## src/hw/rtl/wrst_pkg.sv

```systemverilog
// types, constants and helpers of the weighted selection table unit
package wrst_pkg;

   localparam int MAX_ENTRIES = 16;
   localparam int WEIGHT_BITS = 16;
   localparam int TYPE_BITS   = 8;

   localparam int OPCODE_W = 2;
   localparam int CHANCE_W = 7;
   localparam int DRAW_W   = 20;
   localparam int SUM_W    = 20;
   localparam int COUNT_W  = 5;
   localparam int STATUS_W = 2;

   localparam int COUNT_BITS = $clog2(MAX_ENTRIES + 1);
   localparam int IDX_BITS   = (MAX_ENTRIES > 1) ? $clog2(MAX_ENTRIES) : 1;
   localparam int ACC_W      = WEIGHT_BITS + COUNT_BITS;
   localparam int CMP_W      = ((ACC_W > DRAW_W) ? ACC_W : DRAW_W) + 1;
   localparam int SAT_W      = ((SUM_W > WEIGHT_BITS) ? SUM_W : WEIGHT_BITS) + 1;

   localparam logic [CHANCE_W-1:0] PCT_RESET = CHANCE_W'(100);
   localparam logic [SUM_W-1:0]    SUM_MAX   = '1;

   // request tdata layout
   localparam int REQ_TYPE_LSB   = 0;
   localparam int REQ_WEIGHT_LSB = REQ_TYPE_LSB + TYPE_BITS;
   localparam int REQ_CHANCE_LSB = REQ_WEIGHT_LSB + WEIGHT_BITS;
   localparam int REQ_DRAW_LSB   = REQ_CHANCE_LSB + CHANCE_W;
   localparam int REQ_BITS       = REQ_DRAW_LSB + DRAW_W;
   localparam int REQ_TDATA_W    = ((REQ_BITS + 7) / 8) * 8;

   // response tdata layout
   localparam int RSP_DROP_LSB  = 0;
   localparam int RSP_TYPE_LSB  = RSP_DROP_LSB + 1;
   localparam int RSP_COUNT_LSB = RSP_TYPE_LSB + TYPE_BITS;
   localparam int RSP_SUM_LSB   = RSP_COUNT_LSB + COUNT_W;
   localparam int RSP_BITS      = RSP_SUM_LSB + SUM_W;
   localparam int RSP_TDATA_W   = ((RSP_BITS + 7) / 8) * 8;

   typedef enum logic [OPCODE_W-1:0] {
      OP_ADD    = 2'd0,
      OP_CLEAR  = 2'd1,
      OP_REMOVE = 2'd2,
      OP_ROLL   = 2'd3
   } opcode_type;

   typedef enum logic [STATUS_W-1:0] {
      STAT_DONE   = 2'd0,
      STAT_ZERO   = 2'd1,
      STAT_FULL   = 2'd2,
      STAT_NODROP = 2'd3
   } status_type;

   typedef enum logic [1:0] {
      FSM_IDLE,
      FSM_WALK,
      FSM_FINISH
   } state_type;

   typedef struct packed {
      logic accept;
      logic step;
      logic finish;
      logic load_rsp;
   } cmd_type;

   typedef struct packed {
      logic walk_needed;
      logic walk_done;
   } dp_status_type;

   function automatic logic [SUM_W-1:0] sat_add(input logic [SUM_W-1:0] a,
                                                input logic [WEIGHT_BITS-1:0] b);
      logic [SAT_W-1:0] s;
      s = SAT_W'(a) + SAT_W'(b);
      return (s > SAT_W'(SUM_MAX)) ? SUM_MAX : s[SUM_W-1:0];
   endfunction

endpackage

```

## src/hw/rtl/wrst_ctrl.sv

```systemverilog
// control state machine: request acceptance, table walk sequencing, response valid
module wrst_ctrl
   import wrst_pkg::*;
(
   input  logic          clock,
   input  logic          reset,
   input  logic          req_tvalid,
   output logic          req_tready,
   output logic          rsp_tvalid,
   input  logic          rsp_tready,
   input  dp_status_type dp_status,
   output cmd_type       cmd
);

   state_type state_ff, state_in;
   logic      rsp_valid_ff, rsp_valid_in;
   logic      out_free;

   assign out_free   = !rsp_valid_ff || rsp_tready;
   assign rsp_tvalid = rsp_valid_ff;

   always_comb begin
      req_tready   = 1'b0;
      cmd          = '0;
      case (state_ff)
         FSM_IDLE: begin
            req_tready = out_free;
         end
         FSM_WALK: begin
            cmd.step = !dp_status.walk_done;
         end
         FSM_FINISH: begin
            cmd.finish = out_free;
         end
         default: begin
            req_tready = 1'b0;
         end
      endcase
      cmd.accept   = req_tvalid && req_tready;
      cmd.load_rsp = (cmd.accept && !dp_status.walk_needed) || cmd.finish;
   end

   always_comb begin
      state_in = state_ff;
      case (state_ff)
         FSM_IDLE: begin
            if (req_tvalid && req_tready && dp_status.walk_needed) begin
               state_in = FSM_WALK;
            end
         end
         FSM_WALK: begin
            if (dp_status.walk_done) begin
               state_in = FSM_FINISH;
            end
         end
         FSM_FINISH: begin
            if (out_free) begin
               state_in = FSM_IDLE;
            end
         end
         default: begin
            state_in = FSM_IDLE;
         end
      endcase
   end

   always_comb begin
      rsp_valid_in = rsp_valid_ff;
      if (cmd.load_rsp) begin
         rsp_valid_in = 1'b1;
      end else if (rsp_tready) begin
         rsp_valid_in = 1'b0;
      end
   end

   always_ff @(posedge clock) begin
      if (reset) begin
         state_ff     <= FSM_IDLE;
         rsp_valid_ff <= 1'b0;
      end else begin
         state_ff     <= state_in;
         rsp_valid_ff <= rsp_valid_in;
      end
   end

endmodule

```

## src/hw/rtl/wrst_dpath.sv

```systemverilog
// datapath: entry table, count and sum, percent register, walk registers, response register
module wrst_dpath
   import wrst_pkg::*;
(
   input  logic                   clock,
   input  logic                   reset,
   input  logic                   csr_wen,
   input  logic [CHANCE_W-1:0]    csr_wdata,
   input  logic [REQ_TDATA_W-1:0] req_tdata,
   input  logic [OPCODE_W-1:0]    req_tuser,
   input  cmd_type                cmd,
   output dp_status_type          dp_status,
   output logic [RSP_TDATA_W-1:0] rsp_tdata,
   output logic [STATUS_W-1:0]    rsp_tuser
);

   logic [TYPE_BITS-1:0]   types_ff   [MAX_ENTRIES];
   logic [WEIGHT_BITS-1:0] weights_ff [MAX_ENTRIES];

   logic [COUNT_BITS-1:0]  count_ff, count_in;
   logic [SUM_W-1:0]       sum_ff, sum_in;
   logic [CHANCE_W-1:0]    pct_ff, pct_in;

   opcode_type             op_ff, op_in;
   logic [TYPE_BITS-1:0]   type_ff, type_in;
   logic [DRAW_W-1:0]      draw_ff, draw_in;
   logic [COUNT_BITS-1:0]  idx_ff, idx_in;
   logic [COUNT_BITS-1:0]  keep_ff, keep_in;
   logic [ACC_W-1:0]       acc_ff, acc_in;
   logic [SUM_W-1:0]       newsum_ff, newsum_in;
   logic                   hit_ff, hit_in;
   logic [TYPE_BITS-1:0]   hit_type_ff, hit_type_in;

   logic                   drop_ff, drop_in;
   logic [TYPE_BITS-1:0]   out_type_ff, out_type_in;
   status_type             out_stat_ff, out_stat_in;
   logic [COUNT_BITS-1:0]  out_count_ff, out_count_in;
   logic [SUM_W-1:0]       out_sum_ff, out_sum_in;

   logic                   wr_en;
   logic [IDX_BITS-1:0]    wr_idx;
   logic [TYPE_BITS-1:0]   wr_type;
   logic [WEIGHT_BITS-1:0] wr_weight;

   opcode_type             req_op;
   logic [TYPE_BITS-1:0]   req_type;
   logic [WEIGHT_BITS-1:0] req_weight;
   logic [CHANCE_W-1:0]    req_chance;
   logic [DRAW_W-1:0]      req_draw;
   logic                   roll_pass;
   logic [TYPE_BITS-1:0]   rd_type;
   logic [WEIGHT_BITS-1:0] rd_weight;
   status_type             single_stat;

   assign req_op     = opcode_type'(req_tuser);
   assign req_type   = req_tdata[REQ_TYPE_LSB +: TYPE_BITS];
   assign req_weight = req_tdata[REQ_WEIGHT_LSB +: WEIGHT_BITS];
   assign req_chance = req_tdata[REQ_CHANCE_LSB +: CHANCE_W];
   assign req_draw   = req_tdata[REQ_DRAW_LSB +: DRAW_W];

   assign rd_type   = types_ff[idx_ff[IDX_BITS-1:0]];
   assign rd_weight = weights_ff[idx_ff[IDX_BITS-1:0]];

   assign roll_pass = (req_chance < pct_ff) && (count_ff != '0) && (req_draw < sum_ff);

   assign dp_status.walk_needed = (req_op == OP_REMOVE) || ((req_op == OP_ROLL) && roll_pass);
   assign dp_status.walk_done   = (idx_ff == count_ff) || hit_ff;

   always_comb begin
      pct_in       = csr_wen ? csr_wdata : pct_ff;
      count_in     = count_ff;
      sum_in       = sum_ff;
      op_in        = op_ff;
      type_in      = type_ff;
      draw_in      = draw_ff;
      idx_in       = idx_ff;
      keep_in      = keep_ff;
      acc_in       = acc_ff;
      newsum_in    = newsum_ff;
      hit_in       = hit_ff;
      hit_type_in  = hit_type_ff;
      drop_in      = drop_ff;
      out_type_in  = out_type_ff;
      out_stat_in  = out_stat_ff;
      out_count_in = out_count_ff;
      out_sum_in   = out_sum_ff;
      wr_en        = 1'b0;
      wr_idx       = count_ff[IDX_BITS-1:0];
      wr_type      = req_type;
      wr_weight    = req_weight;
      single_stat  = STAT_DONE;

      if (cmd.accept) begin
         op_in       = req_op;
         type_in     = req_type;
         draw_in     = req_draw;
         idx_in      = '0;
         keep_in     = '0;
         acc_in      = '0;
         newsum_in   = '0;
         hit_in      = 1'b0;
         hit_type_in = '0;
         case (req_op)
            OP_ADD: begin
               if (req_weight == '0) begin
                  single_stat = STAT_ZERO;
               end else if (count_ff >= COUNT_BITS'(MAX_ENTRIES)) begin
                  single_stat = STAT_FULL;
               end else begin
                  wr_en    = 1'b1;
                  count_in = count_ff + COUNT_BITS'(1);
                  sum_in   = sat_add(sum_ff, req_weight);
               end
            end
            OP_CLEAR: begin
               count_in = '0;
               sum_in   = '0;
            end
            OP_ROLL: begin
               single_stat = STAT_NODROP;
            end
            default: begin
               single_stat = STAT_DONE;
            end
         endcase
      end

      if (cmd.step) begin
         idx_in = idx_ff + COUNT_BITS'(1);
         if (op_ff == OP_REMOVE) begin
            if (rd_type != type_ff) begin
               // compact in place: the keep slot never runs ahead of the read slot
               wr_en     = 1'b1;
               wr_idx    = keep_ff[IDX_BITS-1:0];
               wr_type   = rd_type;
               wr_weight = rd_weight;
               keep_in   = keep_ff + COUNT_BITS'(1);
               newsum_in = sat_add(newsum_ff, rd_weight);
            end
         end else begin
            acc_in = acc_ff + ACC_W'(rd_weight);
            if (CMP_W'(draw_ff) < CMP_W'(acc_in)) begin
               hit_in      = 1'b1;
               hit_type_in = rd_type;
            end
         end
      end

      if (cmd.finish && (op_ff == OP_REMOVE)) begin
         count_in = keep_ff;
         sum_in   = newsum_ff;
      end

      if (cmd.load_rsp) begin
         out_count_in = count_in;
         out_sum_in   = sum_in;
         if (cmd.finish) begin
            drop_in     = hit_ff && (op_ff == OP_ROLL);
            out_type_in = (hit_ff && (op_ff == OP_ROLL)) ? hit_type_ff : '0;
            out_stat_in = (op_ff == OP_REMOVE) ? STAT_DONE :
                          (hit_ff ? STAT_DONE : STAT_NODROP);
         end else begin
            drop_in     = 1'b0;
            out_type_in = '0;
            out_stat_in = single_stat;
         end
      end
   end

   always_ff @(posedge clock) begin
      if (wr_en) begin
         types_ff[wr_idx]   <= wr_type;
         weights_ff[wr_idx] <= wr_weight;
      end
   end

   always_ff @(posedge clock) begin
      if (reset) begin
         count_ff <= '0;
         sum_ff   <= '0;
         pct_ff   <= PCT_RESET;
      end else begin
         count_ff <= count_in;
         sum_ff   <= sum_in;
         pct_ff   <= pct_in;
      end
   end

   always_ff @(posedge clock) begin
      op_ff        <= op_in;
      type_ff      <= type_in;
      draw_ff      <= draw_in;
      idx_ff       <= idx_in;
      keep_ff      <= keep_in;
      acc_ff       <= acc_in;
      newsum_ff    <= newsum_in;
      hit_ff       <= hit_in;
      hit_type_ff  <= hit_type_in;
      drop_ff      <= drop_in;
      out_type_ff  <= out_type_in;
      out_stat_ff  <= out_stat_in;
      out_count_ff <= out_count_in;
      out_sum_ff   <= out_sum_in;
   end

   always_comb begin
      rsp_tdata = '0;
      rsp_tdata[RSP_DROP_LSB]                  = drop_ff;
      rsp_tdata[RSP_TYPE_LSB +: TYPE_BITS]     = out_type_ff;
      rsp_tdata[RSP_COUNT_LSB +: COUNT_W]      = COUNT_W'(out_count_ff);
      rsp_tdata[RSP_SUM_LSB +: SUM_W]          = out_sum_ff;
   end

   assign rsp_tuser = out_stat_ff;

endmodule

```

## src/hw/rtl/weighted_random_select_table_unit.sv

```systemverilog
// top level of the weighted random selection table unit
//
//   channel   dir   handshake               payload
//   req_*     in    req_tvalid/req_tready    tdata: item_type, weight, chance_draw, weight_draw
//                                            tuser: opcode
//   rsp_*     out   rsp_tvalid/rsp_tready    tdata: dropped, dropped_type, entry_count,
//                                            total_weight; tuser: status
//   csr_*     in    csr_wen                  csr_wdata: drop_chance_percent
//
// add, clear and a roll that fails its entry tests: result registered on the accept edge
// remove: the table walk reads every stored entry, one stored entry per cycle
// roll that walks: the walk stops once the selected entry is found, same one-entry-per-cycle walk
// one request in flight; req_tready is high only when idle and the result register is free
// reset clears count, sum, percent (to 100) and the response valid; no clearing pass
// a stalled response beat holds and blocks the next request
module weighted_random_select_table_unit
   import wrst_pkg::*;
(
   input  logic                   clock,
   input  logic                   reset,
   input  logic                   csr_wen,
   input  logic [CHANCE_W-1:0]    csr_wdata,    // drop_chance_percent
   input  logic                   req_tvalid,
   output logic                   req_tready,
   input  logic [REQ_TDATA_W-1:0] req_tdata,    // item_type, weight, chance_draw, weight_draw
   input  logic [OPCODE_W-1:0]    req_tuser,    // opcode
   output logic                   rsp_tvalid,
   input  logic                   rsp_tready,
   output logic [RSP_TDATA_W-1:0] rsp_tdata,    // dropped, dropped_type, entry_count, total_weight
   output logic [STATUS_W-1:0]    rsp_tuser     // status
);

   cmd_type       cmd;
   dp_status_type dp_status;

   wrst_ctrl u_ctrl (
      .clock      (clock),
      .reset      (reset),
      .req_tvalid (req_tvalid),
      .req_tready (req_tready),
      .rsp_tvalid (rsp_tvalid),
      .rsp_tready (rsp_tready),
      .dp_status  (dp_status),
      .cmd        (cmd)
   );

   wrst_dpath u_dpath (
      .clock     (clock),
      .reset     (reset),
      .csr_wen   (csr_wen),
      .csr_wdata (csr_wdata),
      .req_tdata (req_tdata),
      .req_tuser (req_tuser),
      .cmd       (cmd),
      .dp_status (dp_status),
      .rsp_tdata (rsp_tdata),
      .rsp_tuser (rsp_tuser)
   );

endmodule

```

## config.mk

```make
export PLATFORM = sky130hd
export DESIGN_NAME = weighted_random_select_table_unit
export DESIGN_NICKNAME = d
export VERILOG_FILES = /design/src/hw/rtl/wrst_pkg.sv /design/src/hw/rtl/wrst_ctrl.sv /design/src/hw/rtl/wrst_dpath.sv /design/src/hw/rtl/weighted_random_select_table_unit.sv
export SDC_FILE = /design/constraint.sdc
export NUM_CORES = 1
export LEC_CHECK = 0
export BUFFER_PORTS_ARGS = -buffer_cell sky130_fd_sc_hd__buf_4
export CAP_MARGIN = 30
export CORE_AREA = 2 2 228 208
export CTS_BUF_LIST = sky130_fd_sc_hd__clkbuf_8
export DETAILED_ROUTE_END_ITERATION = 12
export DIE_AREA = 0 0 230 210
export PLACE_DENSITY = 0.75
export SYNTH_ARGS = -nofsm -noshare
export SYNTH_HDL_FRONTEND = slang
export SYNTH_SLANG_ARGS = --single-unit
export TNS_END_PERCENT = 1
```

## constraint.sdc

```tcl
create_clock -name clock -period 6.5 [get_ports clock]
set_clock_uncertainty 0.05 [all_clocks]
set_input_delay 1.3 -clock clock [delete_from_list [all_inputs] [get_ports clock]]
set_output_delay 1.3 -clock clock [all_outputs]
set_load 0.01 [all_outputs]
```

# Word-level counts from Yosys, hierarchy flattened
# Memories as Yosys holds them, arrays and structs flattened. A register that Yosys moved wholly into a read port is not among the register bits.
# Index checks and enable logic that the tools add are counted.
# word_totals
ram_bits	384
mem_count	2
register_bits	161
# memory_table
memory	words	word_bits	rd	rd_ports_with_merged_regs	wr	line	source
u_dpath.weights_ff	16	16	1	1	1	wrst_dpath.sv:18	logic [WEIGHT_BITS-1:0] weights_ff [MAX_ENTRIES];
u_dpath.types_ff	16	8	1	1	1	wrst_dpath.sv:17	logic [TYPE_BITS-1:0] types_ff [MAX_ENTRIES];
# classes
n_addsub	6
n_mux	69
order_cmp	6
reduce_logical	23
n_eq_ne	12
# op_table
cell	count
20-bit 2-to-1 mux	10
21-bit 2-to-1 mux	3
8-bit 2-to-1 mux	7
5-bit 2-to-1 mux	10
16-bit 2-to-1 mux	3
20-bit by 16-bit adder with 21-bit output	2
21-bit by 20-bit greater-than comparator with 1-bit output, second input constant	2
20-bit one-hot mux with 2 select lines	1
21-bit by 16-bit adder with 21-bit output	1
20-bit by 21-bit < comparator with 1-bit output	1
20-bit < comparator	1
4-bit 2-to-1 mux	5
1-bit 2-to-1 mux	18
2-bit 2-to-1 mux	9
16-bit logical NOT	1
5-bit by 1-bit adder with 5-bit output, second input constant	3
2-bit equality test, second input constant	5
5-bit one-hot mux with 2 select lines	1
1-bit logical AND	8
8-bit inequality test	1
7-bit < comparator	1
2-bit by 1-bit inequality test with 1-bit output, second input constant	3
2-bit one-hot mux with 3 select lines	1
5-bit equality test	1
10 further kinds	18

# Logic depth before layout (Yosys ltp)
# logic_depth
depth_word	10
ltp_mapped	26
ltp_nobuf	21

# By module
# A second synthesis with hierarchy kept.
# hier_totals
hier_cells	1688
area_unflattened_um2	25130.4
# by_module_without_submodules
module	seq_area_each_um2	cells_each	area_per_inst_um2	n_inst
wrst_dpath	15484.9	1666	24935.2	1
wrst_ctrl	60.1	22	195.2	1

# Worst setup path after synthesis
# Ideal clock, no wire load.
# synth_path
path_kind	reg-to-reg
from	register (tool-made name)
to	register u_dpath.hit_type_ff[0]
slack_ps	136
t_required_ps	6329
setup_time_ps	121
period_less_slack_ps	6364
stages_incl_launch_ff	24
arrival_ps	6194
n_path_buf	5
path_cell_list	dfxtp_1 buf_2 buf_2 buf_2 buf_1 buf_2 mux4_2 mux4_2 ha_1 a21o_1 a21o_1 a2111oi_0 o32ai_1 o221ai_1 nand2b_1 a21boi_0 xnor2_1 ha_1 nand2_1 nor3_1 o21ai_0 o2bb2ai_1 o21ai_1 mux2_2
# synth_lines
item	line	source
to (signal assigned)	wrst_dpath.sv:198	hit_type_ff <= hit_type_in;
to (decl)	wrst_dpath.sv:32	logic [TYPE_BITS-1:0] hit_type_ff, hit_type_in;

==> flow_summary.ini <==
[drt]
post_drt_wl_per_cell_um = 23.5
ant_nets = 0
viasPerCell = 6.13
wl_mm = 59.8
drc = 0
vias = 15600
drt_iter0_markers = 1763
drt_first_pass_iters = 6

[critical_path]
crit_path_end_kind = flip-flop
path_cells = mux4_2 > mux4_2 > ha_1 > a21o_1 > a21o_1 > a2111oi_0 > buf_4 > o32ai_1 > buf_4 > o221ai_1 > nand2b_1 > a21boi_0 > xnor2_1 > ha_1 > nand2_1 > nor3_1 > o21ai_0 > o2bb2ai_1 > o21ai_2 > mux2_2
cp_data_arrival_time_ns = 6.52
critPathMaxStageDelay_ns = 0.64
path_buf_inv = 2
cp.required_ns = 7.00
slowest_stage = dfxtp_4
critPathLaunchType = flip-flop
crit_path_max_fanout = 22
crit_type = flip-flop to flip-flop
crit_family = compound AO/OA/AOI/OAI gates

[die]
die_w_um = 230
coreArea_um2 = 46000
row_count = 75
die_h_um = 210
die-area_um2 = 48300
initial_core_util = 0.542
ioPinCount = 114

[cells_and_area]
final_cell_mix = edfxtp_1 (455), buf_4 (138), ha_1 (100)
drive_above_1_share = 0.220
area_growth_syn_to_layout_pct = 13.3
final_nets = 2040
final_core_util = 0.615
final_common_cell = edfxtp_1

[synthesis]
avgSynthCellArea_um2 = 14.6
syn-cell-area_um2 = 24900
yosysTopAreaCell = edfxtp_1
postSynthCellCount = 1708
ys_ff_latch = 549
synth_top_cell_area_share = 0.548
yosys.cell_types.count = 74
async_reset_ff_frac = 0
yosysWarnings = 0
ys_seq_area_frac = 0.623
synthTopCellsByArea = edfxtp_1 (55%), mux4_2 (8.6%), dfxtp_1 (7.5%)
synth-edff-count = 455
synth_ff_type = edfxtp_1

[hold_path]
hold_path.class = flip-flop to flip-flop

[cts]
cts.sinks = 549
cts_setup_buffers = 0
ctsResizeCount = 0
root_buffer = clkbuf_8
numCtsBuffers = 88
path_clk_slew_ns = 0.06
clk_latency_ns = 0.68
holdBufCountCts = 0
clockBufferDepth = 3
htree_levels = 3
cts_tree = built

[timing]
finalSetupTns_ns = 0
fmax_ghz = 0.166
slew_viol_final = 0
relSlewSlack = 0.310
tightest_slew_ns = 1.04
rsz0062_at_grt = no
layout_worst_path_cycle_share = 0.926
timing.final.hold_violations = 0
finalSetupViolations = 0
post-route-min-period_ns = 6.02

[pwr]
peakVddDrop_mv = 0.138
leakagePower_nw = 10.1
p_per_area_nw_per_um2 = 291

[place]
hpwl_mm = 38.0
portBuffers = 102
routabilityCongestion = 0.892

[grt]
grt_use_total = 0.248
grt_max_degree = 74
grt.overflow.total = 0
antenna_found_initial = 2
grt_pass1_wl_mm = 90.8
grt_pass1_vias = 15600

[flow_run]
drv_cap = 0

[status]
outcome = finished clean
## path summary, 6_finish.rpt
path,start,endpoint,slack (ns),cells after the start
min,u_dpath.hit_type_ff[5]$_DFF_P_,u_dpath.hit_type_ff[5]$_DFF_P_,0.41,2
max,flip-flop,u_dpath.hit_type_ff[6]$_DFF_P_,0.48,20
min reg2reg,u_dpath.hit_type_ff[5]$_DFF_P_,u_dpath.hit_type_ff[5]$_DFF_P_,0.41,2
max reg2reg,flip-flop,u_dpath.hit_type_ff[6]$_DFF_P_,0.48,20
## Yosys cell counts (4+ instances only)
library cell,n
o22ai_1,15
buf_6,5
xor2_1,33
o21ai_0,81
or3_1,5
nand3b_1,5
nand4_1,15
o31ai_1,5
mux4_2,95
and3_1,7
nor2_1,82
dfxtp_1,94
ha_1,100
mux2i_1,39
and2_1,35
mux2_2,40
inv_1,54
o21a_1,12
buf_1,6
edfxtp_1,455
nand2b_1,20
a41oi_1,4
a22oi_1,6
a31oi_1,23
a21oi_1,102
nor3_1,18
o211ai_1,10
xnor2_1,31
a211oi_1,18
nand3_1,37
buf_4,11
clkbuf_1,39
a21o_1,32
buf_2,16
nor4_1,5
nand2_1,73
nor2b_1,18
a31o_2,4
## area by class of cell
type                       count  area [um2]
sequential                   549       15600
antenna                        2        5.00
inverter                      55         206
timing repair buffer         141        1100
clock inverter                66         438
multi-input combinational   1032        8940
tap                          616         771
clock buffer                  91        1250
fill                        3370       17700
## metal layers
layer  up-vias  part of all wire  global-route usage
met1      7777              0.41               0.340
li1       6995                 -                   -
met2       750              0.48               0.404
met3       123             0.082              0.0464
met4         0             0.027              0.0823
met5         -                 0                   0
## stage by stage
step	worst slack, ns	instance area (um2)	hold slack [ns]	power (mW)	cells
3_3_place_gp	0.305	26600	0.396	5.38	2393
4_1_cts	0.117	28300	0.411	8.28	2550
3_5_place_dp	0.171	26600	0.402	5.43	2393
2_1_floorplan	0.136	25000	0.383	5.02	1713
6_report	0.480	28300	0.410	8.24	2552
5_1_grt	0.0800	28300	0.445	8.58	2550
## sequential cells by signal (all words and copies together), names as in the netlist, 8 cells and up, named ones only
signal / count
u_dpath.draw_ff: 20
u_dpath.out_type_ff: 8
u_dpath.out_sum_ff: 20
u_dpath.type_ff: 8
u_dpath.sum_ff: 20
u_dpath.hit_type_ff: 8
u_dpath.types_ff: 128
u_dpath.acc_ff: 21
u_dpath.newsum_ff: 20
u_dpath.weights_ff: 256
## cell families after synthesis
| group | Yosys count | synth area share |
|---|---|---|
| AOI/OAI and AO/OA | 349 | 0.0880 |
| muxes | 178 | 0.124 |
| other | 1 | 0.000150 |
| and+or+nand+nor | 332 | 0.0662 |
| xor gates and xnor gates | 64 | 0.0225 |
| buffers and inverters | 132 | 0.0238 |
| DFF | 549 | 0.623 |
| adders and majority gates | 103 | 0.0526 |
## worst register-to-register path, cell delays in order (launching register included)
cell and delay (ns):
dfxtp_4 0.64, mux4_2 0.58, mux4_2 0.58, ha_1 0.31
a21o_1 0.18, a21o_1 0.21, a2111oi_0 0.47, buf_4 0.20
o32ai_1 0.08, buf_4 0.16, o221ai_1 0.26, nand2b_1 0.17
a21boi_0 0.10, xnor2_1 0.16, ha_1 0.28, nand2_1 0.07
nor3_1 0.15, o21ai_0 0.13, o2bb2ai_1 0.17, o21ai_2 0.53
mux2_2 0.42
## where the power goes
part           switching, mW  total (mW)  internal [mW]
combinational          0.752        1.35          0.597
sequential            0.0959        4.02           3.92
clock                   1.39        2.87           1.48
total                   2.24        8.24           6.00
Power figures use the tool's default switching activity.
